--- src/hw/rtl/lpm_pkg.sv ---
// shared types, constants and helpers for the ipv4 longest prefix route lookup
package lpm_pkg;

  // table geometry
  localparam int ROUTES  = 16;
  localparam int PORTS   = 4;
  localparam int IDX_W   = (ROUTES > 1) ? $clog2(ROUTES) : 1;

  // fixed field widths
  localparam int ADDR_W  = 32;
  localparam int INDEX_W = 4;
  localparam int PORT_W  = 2;

  // request codes
  localparam logic REQ_WRITE  = 1'b0;
  localparam logic REQ_LOOKUP = 1'b1;

  typedef struct packed {
    logic [ADDR_W-1:0] dest;
    logic [ADDR_W-1:0] mask;
    logic [PORT_W-1:0] port;
  } route_t;

  typedef struct packed {
    logic               hit;
    logic [PORT_W-1:0]  port;
    logic [ADDR_W-1:0]  mask;
    logic [INDEX_W-1:0] index;
  } result_t;

  typedef struct packed {
    logic idle;
    logic done;
  } scan_stat_t;

  // index field to table slot
  function automatic logic [IDX_W-1:0] slot_of_index(input logic [INDEX_W-1:0] e);
    logic [IDX_W+INDEX_W-1:0] t;
    t = {{IDX_W{1'b0}}, e};
    return t[IDX_W-1:0];
  endfunction

  // table slot to index field, low bits only
  function automatic logic [INDEX_W-1:0] index_of_slot(input logic [IDX_W-1:0] s);
    logic [IDX_W+INDEX_W-1:0] t;
    t = {{INDEX_W{1'b0}}, s};
    return t[INDEX_W-1:0];
  endfunction

  // clamp an egress port to the last existing port
  function automatic logic [PORT_W-1:0] sat_port(input logic [PORT_W-1:0] p);
    logic [PORT_W-1:0] r;
    if (32'(p) >= 32'(PORTS)) begin
      r = PORT_W'(PORTS - 1);
    end else begin
      r = p;
    end
    return r;
  endfunction

endpackage

--- src/hw/rtl/lpm_route_ram.sv ---
// route table memory: dest, mask and port in a synchronous ram, valid bits in flops
module lpm_route_ram (
  input  logic                     clk,
  input  logic                     rst,
  input  logic                     wr_en,
  input  logic [lpm_pkg::IDX_W-1:0] wr_addr,
  input  logic                     wr_live,
  input  lpm_pkg::route_t          wr_entry,
  input  logic [lpm_pkg::IDX_W-1:0] rd_addr,
  output lpm_pkg::route_t          rd_entry,
  output logic                     rd_live
);

  lpm_pkg::route_t            mem [lpm_pkg::ROUTES];
  logic [lpm_pkg::ROUTES-1:0] live;

  always_ff @(posedge clk) begin
    if (wr_en) begin
      mem[wr_addr] <= wr_entry;
    end
    rd_entry <= mem[rd_addr];
  end

  always_ff @(posedge clk) begin
    if (rst) begin
      live    <= '0;
      rd_live <= 1'b0;
    end else begin
      if (wr_en) begin
        live[wr_addr] <= wr_live;
      end
      rd_live <= live[rd_addr];
    end
  end

endmodule

--- src/hw/rtl/lpm_scan.sv ---
// scan engine: walks the route table one slot a cycle and keeps the best match
module lpm_scan (
  input  logic                      clk,
  input  logic                      rst,
  input  logic                      start,
  input  logic [lpm_pkg::ADDR_W-1:0] addr,
  input  logic                      take,
  output lpm_pkg::scan_stat_t       stat,
  output lpm_pkg::result_t          res,
  output logic [lpm_pkg::IDX_W-1:0]  rd_addr,
  input  lpm_pkg::route_t           rd_entry,
  input  logic                      rd_live
);

  localparam logic [1:0] S_IDLE  = 2'd0;
  localparam logic [1:0] S_SCAN  = 2'd1;
  localparam logic [1:0] S_DRAIN = 2'd2;
  localparam logic [1:0] S_DONE  = 2'd3;

  logic [1:0]                state;
  logic [1:0]                state_next;
  logic [lpm_pkg::IDX_W-1:0]  rd_idx;
  logic [lpm_pkg::IDX_W-1:0]  cmp_slot;
  logic                      issued;
  logic [lpm_pkg::ADDR_W-1:0] key;
  logic                      found;
  logic [lpm_pkg::ADDR_W-1:0] best_mask;
  logic [lpm_pkg::PORT_W-1:0] best_port;
  logic [lpm_pkg::IDX_W-1:0]  best_slot;
  logic                      last_issue;
  logic                      take_now;

  assign last_issue = (rd_idx == lpm_pkg::IDX_W'(lpm_pkg::ROUTES - 1));
  assign rd_addr    = rd_idx;

  // one 32-bit match test and one 32-bit mask compare per cycle
  assign take_now = issued && rd_live
                    && (((rd_entry.dest ^ key) & rd_entry.mask) == '0)
                    && (!found || (best_mask <= rd_entry.mask));

  always_comb begin
    state_next = state;
    unique case (state)
      S_IDLE: begin
        if (start) begin
          state_next = S_SCAN;
        end
      end
      S_SCAN: begin
        if (last_issue) begin
          state_next = S_DRAIN;
        end
      end
      S_DRAIN: begin
        state_next = S_DONE;
      end
      S_DONE: begin
        if (take) begin
          state_next = S_IDLE;
        end
      end
      default: begin
        state_next = S_IDLE;
      end
    endcase
  end

  always_ff @(posedge clk) begin
    if (rst) begin
      state     <= S_IDLE;
      issued    <= 1'b0;
      rd_idx    <= '0;
      found     <= 1'b0;
      best_mask <= '0;
      best_port <= '0;
      best_slot <= '0;
    end else begin
      state  <= state_next;
      issued <= (state == S_SCAN);
      if (state == S_IDLE && start) begin
        rd_idx    <= '0;
        found     <= 1'b0;
        best_mask <= '0;
        best_port <= '0;
        best_slot <= '0;
      end else begin
        if (state == S_SCAN && !last_issue) begin
          rd_idx <= rd_idx + 1'b1;
        end
        if (take_now) begin
          found     <= 1'b1;
          best_mask <= rd_entry.mask;
          best_port <= rd_entry.port;
          best_slot <= cmp_slot;
        end
      end
    end
  end

  always_ff @(posedge clk) begin
    if (state == S_IDLE && start) begin
      key <= addr;
    end
    cmp_slot <= rd_idx;
  end

  assign stat.idle = (state == S_IDLE);
  assign stat.done = (state == S_DONE);

  assign res.hit   = found;
  assign res.port  = best_port;
  assign res.mask  = best_mask;
  assign res.index = lpm_pkg::index_of_slot(best_slot);

  // a lookup only starts from idle
  a_start_idle: assert property (@(posedge clk) disable iff (rst)
    start |-> state == S_IDLE)
    else $error("lookup started while scan busy");

  // returning read data always follows an issue cycle
  a_issue_order: assert property (@(posedge clk) disable iff (rst)
    issued |-> $past(state) == S_SCAN)
    else $error("read data without an issued read");

  // the counter stops on the last slot for the drain cycle
  a_drain_last: assert property (@(posedge clk) disable iff (rst)
    state == S_DRAIN |-> last_issue && issued)
    else $error("drain without last slot in flight");

  // no read is in flight once the result is held
  a_done_quiet: assert property (@(posedge clk) disable iff (rst)
    state == S_DONE |-> !issued)
    else $error("read in flight while result held");

  // no match means an all zero result
  a_miss_zero: assert property (@(posedge clk) disable iff (rst)
    !found |-> best_mask == '0 && best_port == '0 && best_slot == '0)
    else $error("stale best match without a hit");

endmodule

--- src/hw/rtl/ipv4_longest_prefix_route_lookup.sv ---
// top level of the ipv4 longest prefix route lookup with its output register
//
// ipv4 longest prefix route lookup over a table of lpm_pkg::ROUTES routes
// (16 here). each input word is either a route write (req_type 0) or an
// address lookup (req_type 1), and each gives exactly one result word. a
// write loads one slot and returns an all zero result; slots at or above
// the table size are ignored, and ports at or above lpm_pkg::PORTS are
// clamped to the last port. a lookup reads the route memory one slot per
// cycle through its single read port, compares the last slot read in a
// drain state, and then loads the result into the output register when
// that register has room. the winner is the valid route with the
// numerically largest mask whose masked destination equals the masked
// address, the higher slot winning a tie; a zero mask route is the default
// route. the block takes one word at a time: in_stall stays high while a
// lookup scans the table, and a new word can be taken while a finished
// result still waits in the output register only once that register is
// free or being drained. writes reach the memory only while no scan runs,
// so reads and writes never collide. the valid bits are all cleared
// together by reset; no clearing pass.
module ipv4_longest_prefix_route_lookup (
  input  logic                        clk,
  input  logic                        rst,
  // request channel
  input  logic                        in_valid,
  output logic                        in_stall,
  input  logic                        req_type,
  input  logic [lpm_pkg::INDEX_W-1:0] entry_index,
  input  logic                        entry_valid,
  input  logic [lpm_pkg::ADDR_W-1:0]  entry_dest,
  input  logic [lpm_pkg::ADDR_W-1:0]  entry_mask,
  input  logic [lpm_pkg::PORT_W-1:0]  entry_port,
  input  logic [lpm_pkg::ADDR_W-1:0]  lookup_addr,
  // result channel
  output logic                        out_valid,
  input  logic                        out_stall,
  output logic                        hit,
  output logic [lpm_pkg::PORT_W-1:0]  egress_port,
  output logic [lpm_pkg::ADDR_W-1:0]  matched_mask,
  output logic [lpm_pkg::INDEX_W-1:0] matched_index
);

  logic                      out_free;
  logic                      in_acc;
  logic                      wr_en;
  logic                      start;
  logic                      take;
  lpm_pkg::route_t           wr_entry;
  lpm_pkg::route_t           rd_entry;
  logic                      rd_live;
  logic [lpm_pkg::IDX_W-1:0]  rd_addr;
  lpm_pkg::scan_stat_t       stat;
  lpm_pkg::result_t          res;

  // output register is free when empty or being taken this cycle
  assign out_free = !out_valid || !out_stall;

  // take a new word only with the scanner idle and room for its result
  assign in_stall = !(stat.idle && out_free);
  assign in_acc   = in_valid && !in_stall;

  // writes outside the table are dropped
  assign wr_en = in_acc && (req_type == lpm_pkg::REQ_WRITE)
                 && (32'(entry_index) < 32'(lpm_pkg::ROUTES));
  assign start = in_acc && (req_type == lpm_pkg::REQ_LOOKUP);

  // finished lookup moves into the output register when it has room
  assign take = stat.done && out_free;

  assign wr_entry.dest = entry_dest;
  assign wr_entry.mask = entry_mask;
  assign wr_entry.port = lpm_pkg::sat_port(entry_port);

  lpm_route_ram u_ram (
    .clk      (clk),
    .rst      (rst),
    .wr_en    (wr_en),
    .wr_addr  (lpm_pkg::slot_of_index(entry_index)),
    .wr_live  (entry_valid),
    .wr_entry (wr_entry),
    .rd_addr  (rd_addr),
    .rd_entry (rd_entry),
    .rd_live  (rd_live)
  );

  lpm_scan u_scan (
    .clk      (clk),
    .rst      (rst),
    .start    (start),
    .addr     (lookup_addr),
    .take     (take),
    .stat     (stat),
    .res      (res),
    .rd_addr  (rd_addr),
    .rd_entry (rd_entry),
    .rd_live  (rd_live)
  );

  // output register; a write word and a scan result never load together
  always_ff @(posedge clk) begin
    if (rst) begin
      out_valid <= 1'b0;
    end else if (in_acc && (req_type == lpm_pkg::REQ_WRITE)) begin
      out_valid <= 1'b1;
    end else if (take) begin
      out_valid <= 1'b1;
    end else if (!out_stall) begin
      out_valid <= 1'b0;
    end
  end

  always_ff @(posedge clk) begin
    if (in_acc && (req_type == lpm_pkg::REQ_WRITE)) begin
      hit           <= 1'b0;
      egress_port   <= '0;
      matched_mask  <= '0;
      matched_index <= '0;
    end else if (take) begin
      hit           <= res.hit;
      egress_port   <= res.port;
      matched_mask  <= res.mask;
      matched_index <= res.index;
    end
  end

endmodule
--- config.mk ---
export PLATFORM = sky130hd
export DESIGN_NAME = ipv4_longest_prefix_route_lookup
export DESIGN_NICKNAME = d
export VERILOG_FILES = /design/src/hw/rtl/lpm_pkg.sv /design/src/hw/rtl/lpm_route_ram.sv /design/src/hw/rtl/lpm_scan.sv /design/src/hw/rtl/ipv4_longest_prefix_route_lookup.sv
export SDC_FILE = /design/constraint.sdc
export NUM_CORES = 1
export LEC_CHECK = 0
export BUFFER_PORTS_ARGS = -buffer_cell sky130_fd_sc_hd__buf_2
export CELL_PAD_IN_SITES_DETAIL_PLACEMENT = 1
export CELL_PAD_IN_SITES_GLOBAL_PLACEMENT = 1
export CORE_ASPECT_RATIO = 1.1
export CORE_UTILIZATION = 30
export DETAILED_ROUTE_END_ITERATION = 6
export PLACE_DENSITY_LB_ADDON = 0.25
export SLEW_MARGIN = 0
export SYNTH_ARGS = -nofsm -noshare
export SYNTH_HDL_FRONTEND = slang
export SYNTH_SLANG_ARGS = --single-unit
--- constraint.sdc ---
create_clock -name clk -period 19.8 [get_ports clk]
set_input_delay 3.96 -clock clk [delete_from_list [all_inputs] [get_ports clk]]
set_output_delay 3.96 -clock clk [all_outputs]
set_load 0.01 [all_outputs]
== Word level (Yosys, flattened, before mapping) ==
Memories as Yosys holds them, arrays and structs flattened. A register that Yosys moved wholly into a read port is not among the register bits.
Index checks and enable logic that the tools add are counted.
Word-level totals
  bits in registers: 139
  bits in latches: 0
  RAM bits: 1056
  memory bits (read-only): 0
  input port bits: 108
  output and inout bits: 41
  word-level logic and storage cells: 69
  memories: 1
Memory list
  u_ram.mem: words 16, width 66, read ports 1, clocked after Yosys merged registers in 1, write ports 1, RTL line lpm_route_ram.sv:14  | lpm_pkg::route_t mem [lpm_pkg::ROUTES];
Operators by class
  add/subtract/negate cells: 1
  multipliers: 0
  div/mod/pow operators: 0
  order comparisons: 4
  equality and inequality tests: 8
  shifts and indexed selects: 0
  muxes and demuxes: 14
  bitwise gates (word level): 3
  reduce and logical (&&, ||, !) cells: 22
Operator list (count)
  AND 32 bit: 1
  less-or-equal comparator 32 bit: 1
  zero test 32 bit: 1
  bitwise XOR 32 bit: 1
  bitwise mux 16 bit: 1
  logical AND 1 bit: 11
  less-than comparator 4 x 5 -> 1 bit, second input constant: 2
  one-hot mux 2 bit (4 select lines): 1
  two-way mux 1 bit: 7
  two-way mux 2 bit: 3
  zero test 1 bit: 5
  adder 4 x 1 -> 4 bit, second input constant: 1
  binary-select mux 1 bit (select 4 bit): 1
  demux 1 bit (select 4 bit): 1
  equality test 2 bit, second input constant: 2
  equality test 4 bit, second input constant: 1
  greater-or-equal comparator 4 x 1 -> 1 bit, second input constant: 1
  != test 2 x 1 -> 1 bit, second input constant: 2
  != test 3 x 1 -> 1 bit, second input constant: 1
  AND reduction 3 bit: 1
  equality test 2 x 1 -> 1 bit, second input constant: 1
  zero test 2 bit: 1
  logical OR 1 bit: 2
  != test 2 bit, second input constant: 1
  2 further kinds: 2

== Longest topological paths before layout ==
  depth in word-level cells: 7
  gate-level depth with buffers: 10
  gate-level depth less buffers: 8

== Cells and area by module ==
Synthesis repeated with hierarchy kept, for this count alone.
Second synthesis, totals
  cell total of the unflattened synthesis: 2305
  area, all modules: 47162.7 sq um
Modules (own cells, without submodules)
  lpm_route_ram: times used 1, cells an instance 1713, area an instance 41506.1 sq um, seq. area each 33372.0 sq um
  lpm_scan: times used 1, cells an instance 413, area an instance 4190.3 sq um, seq. area each 1961.9 sq um
  ipv4_longest_prefix_route_lookup: times used 1, cells an instance 179, area an instance 1466.4 sq um, seq. area each 800.8 sq um

== Worst setup path after synthesis ==
OpenSTA, ideal clock, no wires.
  kind: input to register
  start: input out_stall
  end: register u_ram.live[2] (netlist bit)
  setup time: 0.128 ns
  data arrival time: 9.748 ns
  required time: 19.672 ns
  path slack: 9.924 ns
  cell stages on the path: 7
  path buffers: 1
  cells stage by stage: nand2_1 -> and4b_1 -> clkbuf_1 -> nand3b_1 -> nor3_1 -> mux2i_1 -> nor2_1
On the way
  word-level cells in the longest chain between the ends: 5
Ends and longest elaborated chain
  start, declared: RTL line ipv4_longest_prefix_route_lookup.sv:35  | input logic out_stall,
  zero test 1 bit
  logical OR 1 bit: RTL line ipv4_longest_prefix_route_lookup.sv:55  | assign out_free = !out_valid || !out_stall;
  logical AND 1 bit: RTL line ipv4_longest_prefix_route_lookup.sv:58  | assign in_stall = !(stat.idle && out_free);
  logical AND 1 bit: RTL line ipv4_longest_prefix_route_lookup.sv:59  | assign in_acc = in_valid && !in_stall;
  logical AND 1 bit: RTL line ipv4_longest_prefix_route_lookup.sv:62  | assign wr_en = in_acc && (req_type == lpm_pkg::REQ_WRITE)
  end signal, assigned by index: RTL line lpm_route_ram.sv:30  | live[wr_addr] <= wr_live;
  end, declared: RTL line lpm_route_ram.sv:15  | logic [lpm_pkg::ROUTES-1:0] live;
No other way between the ends.
A chain may end at the register's enable or synchronous reset.

== Worst setup path in the final report ==
  start: input out_stall
  end: output in_stall
On the way
  word-level cells in the longest chain between the ends: 4
Ends and longest elaborated chain
  zero test 1 bit
  logical OR 1 bit: RTL line ipv4_longest_prefix_route_lookup.sv:55
  logical AND 1 bit: RTL line ipv4_longest_prefix_route_lookup.sv:58
  zero test 1 bit: RTL line ipv4_longest_prefix_route_lookup.sv:58
  end, declared: RTL line ipv4_longest_prefix_route_lookup.sv:25  | output logic in_stall,
No other way between the ends.

==> out/summary.txt <==
Critical path depth in cells: 4
GRT Residual Overflow: 0
Die width: 380 um
Net count, final: 2569
DRC viols: 0
Slowest CP cell: buf_2
Ys async rst share: 0
Total of max-cap violations: 0
Worst Hold Class: reg2reg
Syn. warnings: 0
Skew final: 0.0345 ns
# rows: 152
# Post-CTS Setup Buffers: 0
Slew HR: 0.219
R2r setup slk: 15.43 ns
Startpoint class of the critical path: input pin
Hold Buf Count CTS: 0
CP Buf/Inv Count: 2
Port Buf Inserts: 148
TNS Setup: 0 ns
Routed WL: 126000 um
Cell variety after synth: 46
Filler cells: 15402
Worst hold slack: 0.449 ns
CP max stage delay: 0.17 ns
Power per Cell Area: 117 nW/um2
DIE AREA: 159000 um2
Post-synth EDFFs: 1088
Crit path max fanout: 6
Vias post-DR: 22322
Initial Utilization: 0.302
Layout area overhead: 16.4%
Io pins: 149
H-tree levels: 4
Register area share after synthesis: 0.766
Bufs on Longest Clock Path: 3
Antenna-violating nets left: 0
Syn Area/Cell: 21.3 um2
Most common flop cell mapped by yosys: edfxtp_1
Clock sink total: 1261
Syn_nets: 2356
Vias in the first global route: 24144
Post-detail-place hpwl: 74300 um
Hold depth: 2
GRT Util Overall: 0.159
Post-CTS resize count: 0
Post-Syn Instances: 2211
First-pass GRT wire length: 179000 um
CP top delay family: simple AND/OR/NAND/NOR gates
Clock root cell: clkbuf_16
CP Capture Type: output port
Unrepaired setup endpoints after global routing: false
Vias per inst: 4.84
Leakage: 17.0 nW
Mapped cell area: 47200 um2
Worst path required time: 15.84 ns
GP Congestion: 0.749
Tmin final: 8.52 ns
Post-route clock period utilization: 0.430
Share of cells above drive strength 1: 0.290
Highest clock rate: 117 MHz
Clock buffers created by TritonCTS: 133
Wire per inst: 27.3 um
Worst-Margin Slew: 1.17 ns
R2R cell count: 4
Core Area: 156000 um2
Die height: 418 um
CTS tree: built
First drt pass iteration count: 5
1st-iter DRT viols: 1695
Worst-Skew Late Latency: 0.76 ns
#FFs+latches synth: 1261
Critical path, cell by cell: buf_2 > nand2_1 > nand2_1 > buf_2
Result of the run: finished clean
Slew Limit Fails: 0
# setup viols final: 0
WP data arrival: 4.56 ns
Maximum vdd ir drop: 0.0854 mV
Reg clk slew, reported paths: 0.06 ns
Largest net degree at the start of global routing: 97
Initial antenna violation count: 36
WS Path Type: in2out
Final Hold Viols: 0
## worst min-delay path, delay by kind of cell (launching register included)
kind / cells / cell delay, ns
flip-flops: 1 / 0.29
AND/OR/NAND/NOR: 1 / 0.05
multiplexers: 1 / 0.06
## flip-flops by register name (all words and copies together), names as in the netlist, 4 cells and up
| register | cells |
|---|---|
| matched_mask | 32 |
| u_ram.live | 16 |
| u_scan.best_mask | 32 |
| matched_index | 4 |
| u_ram.mem | 1056 |
| u_scan.key | 32 |
| u_ram.rd_entry | 66 |
| u_scan.best_slot | 4 |
| u_scan.rd_addr | 4 |
| u_scan.cmp_slot | 4 |
## layer usage
| layer | up-vias | wire (um) | GRT usage |
|---|---|---|---|
| met5 | - | 93 | 0 |
| met2 | 582 | 61800 | 0.265 |
| met4 | 14 | 4070 | 0.0568 |
| met1 | 12029 | 54100 | 0.208 |
| li1 | 9472 | - | - |
| met3 | 225 | 5770 | 0.0271 |
## synthesized netlist by cell type, types with 14 or more instances
library cell / number / area (um2)
clkbuf_1: 70 / 263
ha_1: 37 / 463
dfxtp_1: 173 / 3460
nand2_1: 178 / 668
buf_2: 22 / 110
mux4_2: 335 / 7540
edfxtp_1: 1088 / 32700
o21ai_0: 15 / 75.1
inv_1: 31 / 116
xnor2_1: 29 / 254
mux2i_1: 44 / 440
nor2_1: 29 / 109
o22ai_1: 14 / 87.6
a21oi_1: 67 / 335
## cell type report
class                      instances  area, um2  area share
sequential                      1261      36100       0.659
clock inverter                    63        711      0.0129
multi-input combinational        810      10600       0.192
timing repair buffer             183       1030      0.0187
antenna                            5       12.5    0.000228
inverter                          35        131     0.00239
tap                             2079       2600      0.0474
clock buffer                     179       3690      0.0672
## power by group
part / total, W / switching [W] / internal (W)
clock: 0.00251 / 0.00103 / 0.00148
combinational: 0.000861 / 0.000459 / 0.000402
sequential: 0.00305 / 0.0000755 / 0.00297
total: 0.00642 / 0.00157 / 0.00486
## placed cells by master, fill, tap and decap left out, types with 3 or more instances in the layout
| cell | netlist | layout |
|---|---|---|
| a21oi_1 | 67 | 67 |
| a31oi_1 | 3 | 3 |
| buf_2 | 22 | 148 |
| buf_4 | 1 | 33 |
| bufinv_16 | 0 | 13 |
| clkbuf_1 | 70 | 34 |
| clkbuf_16 | 0 | 139 |
| clkbuf_8 | 0 | 6 |
| clkinv_1 | 4 | 24 |
| clkinv_2 | 0 | 16 |
| clkinvlp_4 | 0 | 4 |
| dfxtp_1 | 173 | 169 |
| dfxtp_4 | 0 | 4 |
| diode_2 | 0 | 5 |
| edfxtp_1 | 1088 | 1088 |
| ha_1 | 37 | 37 |
| inv_1 | 31 | 31 |
| inv_6 | 0 | 4 |
| mux2i_1 | 44 | 44 |
| mux4_2 | 335 | 335 |
| nand2_1 | 178 | 177 |
| nand3_1 | 6 | 6 |
| nand4_1 | 9 | 9 |
| nor2_1 | 29 | 15 |
| nor2_4 | 0 | 14 |
| nor3_2 | 0 | 4 |
| nor4_1 | 3 | 3 |
| o21ai_0 | 15 | 15 |
| o22ai_1 | 14 | 14 |
| or4_1 | 3 | 3 |
| xnor2_1 | 29 | 29 |
| xor2_1 | 6 | 6 |
## per-stage QoR
step | power, W | instances | util | area [um2] | setup WS (ns)
3_3_place_gp | 0.00397 | 4368 | 0.324 | 50500 | 11.24
5_1_grt | 0.00665 | 4611 | 0.352 | 54900 | 11.23
6_report | 0.00642 | 4615 | 0.352 | 54900 | 11.28
4_1_cts | 0.00652 | 4610 | 0.352 | 54900 | 11.29
2_1_floorplan | 0.00367 | 2211 | - | 47200 | 9.92
3_5_place_dp | 0.00399 | 4368 | 0.324 | 50500 | 11.29
## worst paths after layout
path | from | end
setup / recovery | out_stall | in_stall
hold / removal | u_scan.cmp_slot[0]$_DFF_P_ | u_scan.best_slot[0]$_SDFFE_PP0P_
setup reg to reg | u_scan.rd_addr[0]$_SDFFE_PP0P_ | u_ram.rd_entry[29]$_DFF_P_
hold reg to reg | u_scan.cmp_slot[0]$_DFF_P_ | u_scan.best_slot[0]$_SDFFE_PP0P_
## kinds of logic (layout without fill, tap and decap cells)
family	count (synthesis)	count (layout)	synth area share
AO/OA/AOI/OAI	113	113	0.0138
XOR/XNOR	35	35	0.00650
adder cells (fa/ha/maj)	37	37	0.00982
buffers and inverters	140	460	0.0127
flip-flops	1261	1261	0.766
multiplexers	379	379	0.169
other	0	5	0
AND/OR/NAND/NOR	246	246	0.0217
Power figures use the tool's default switching activity.
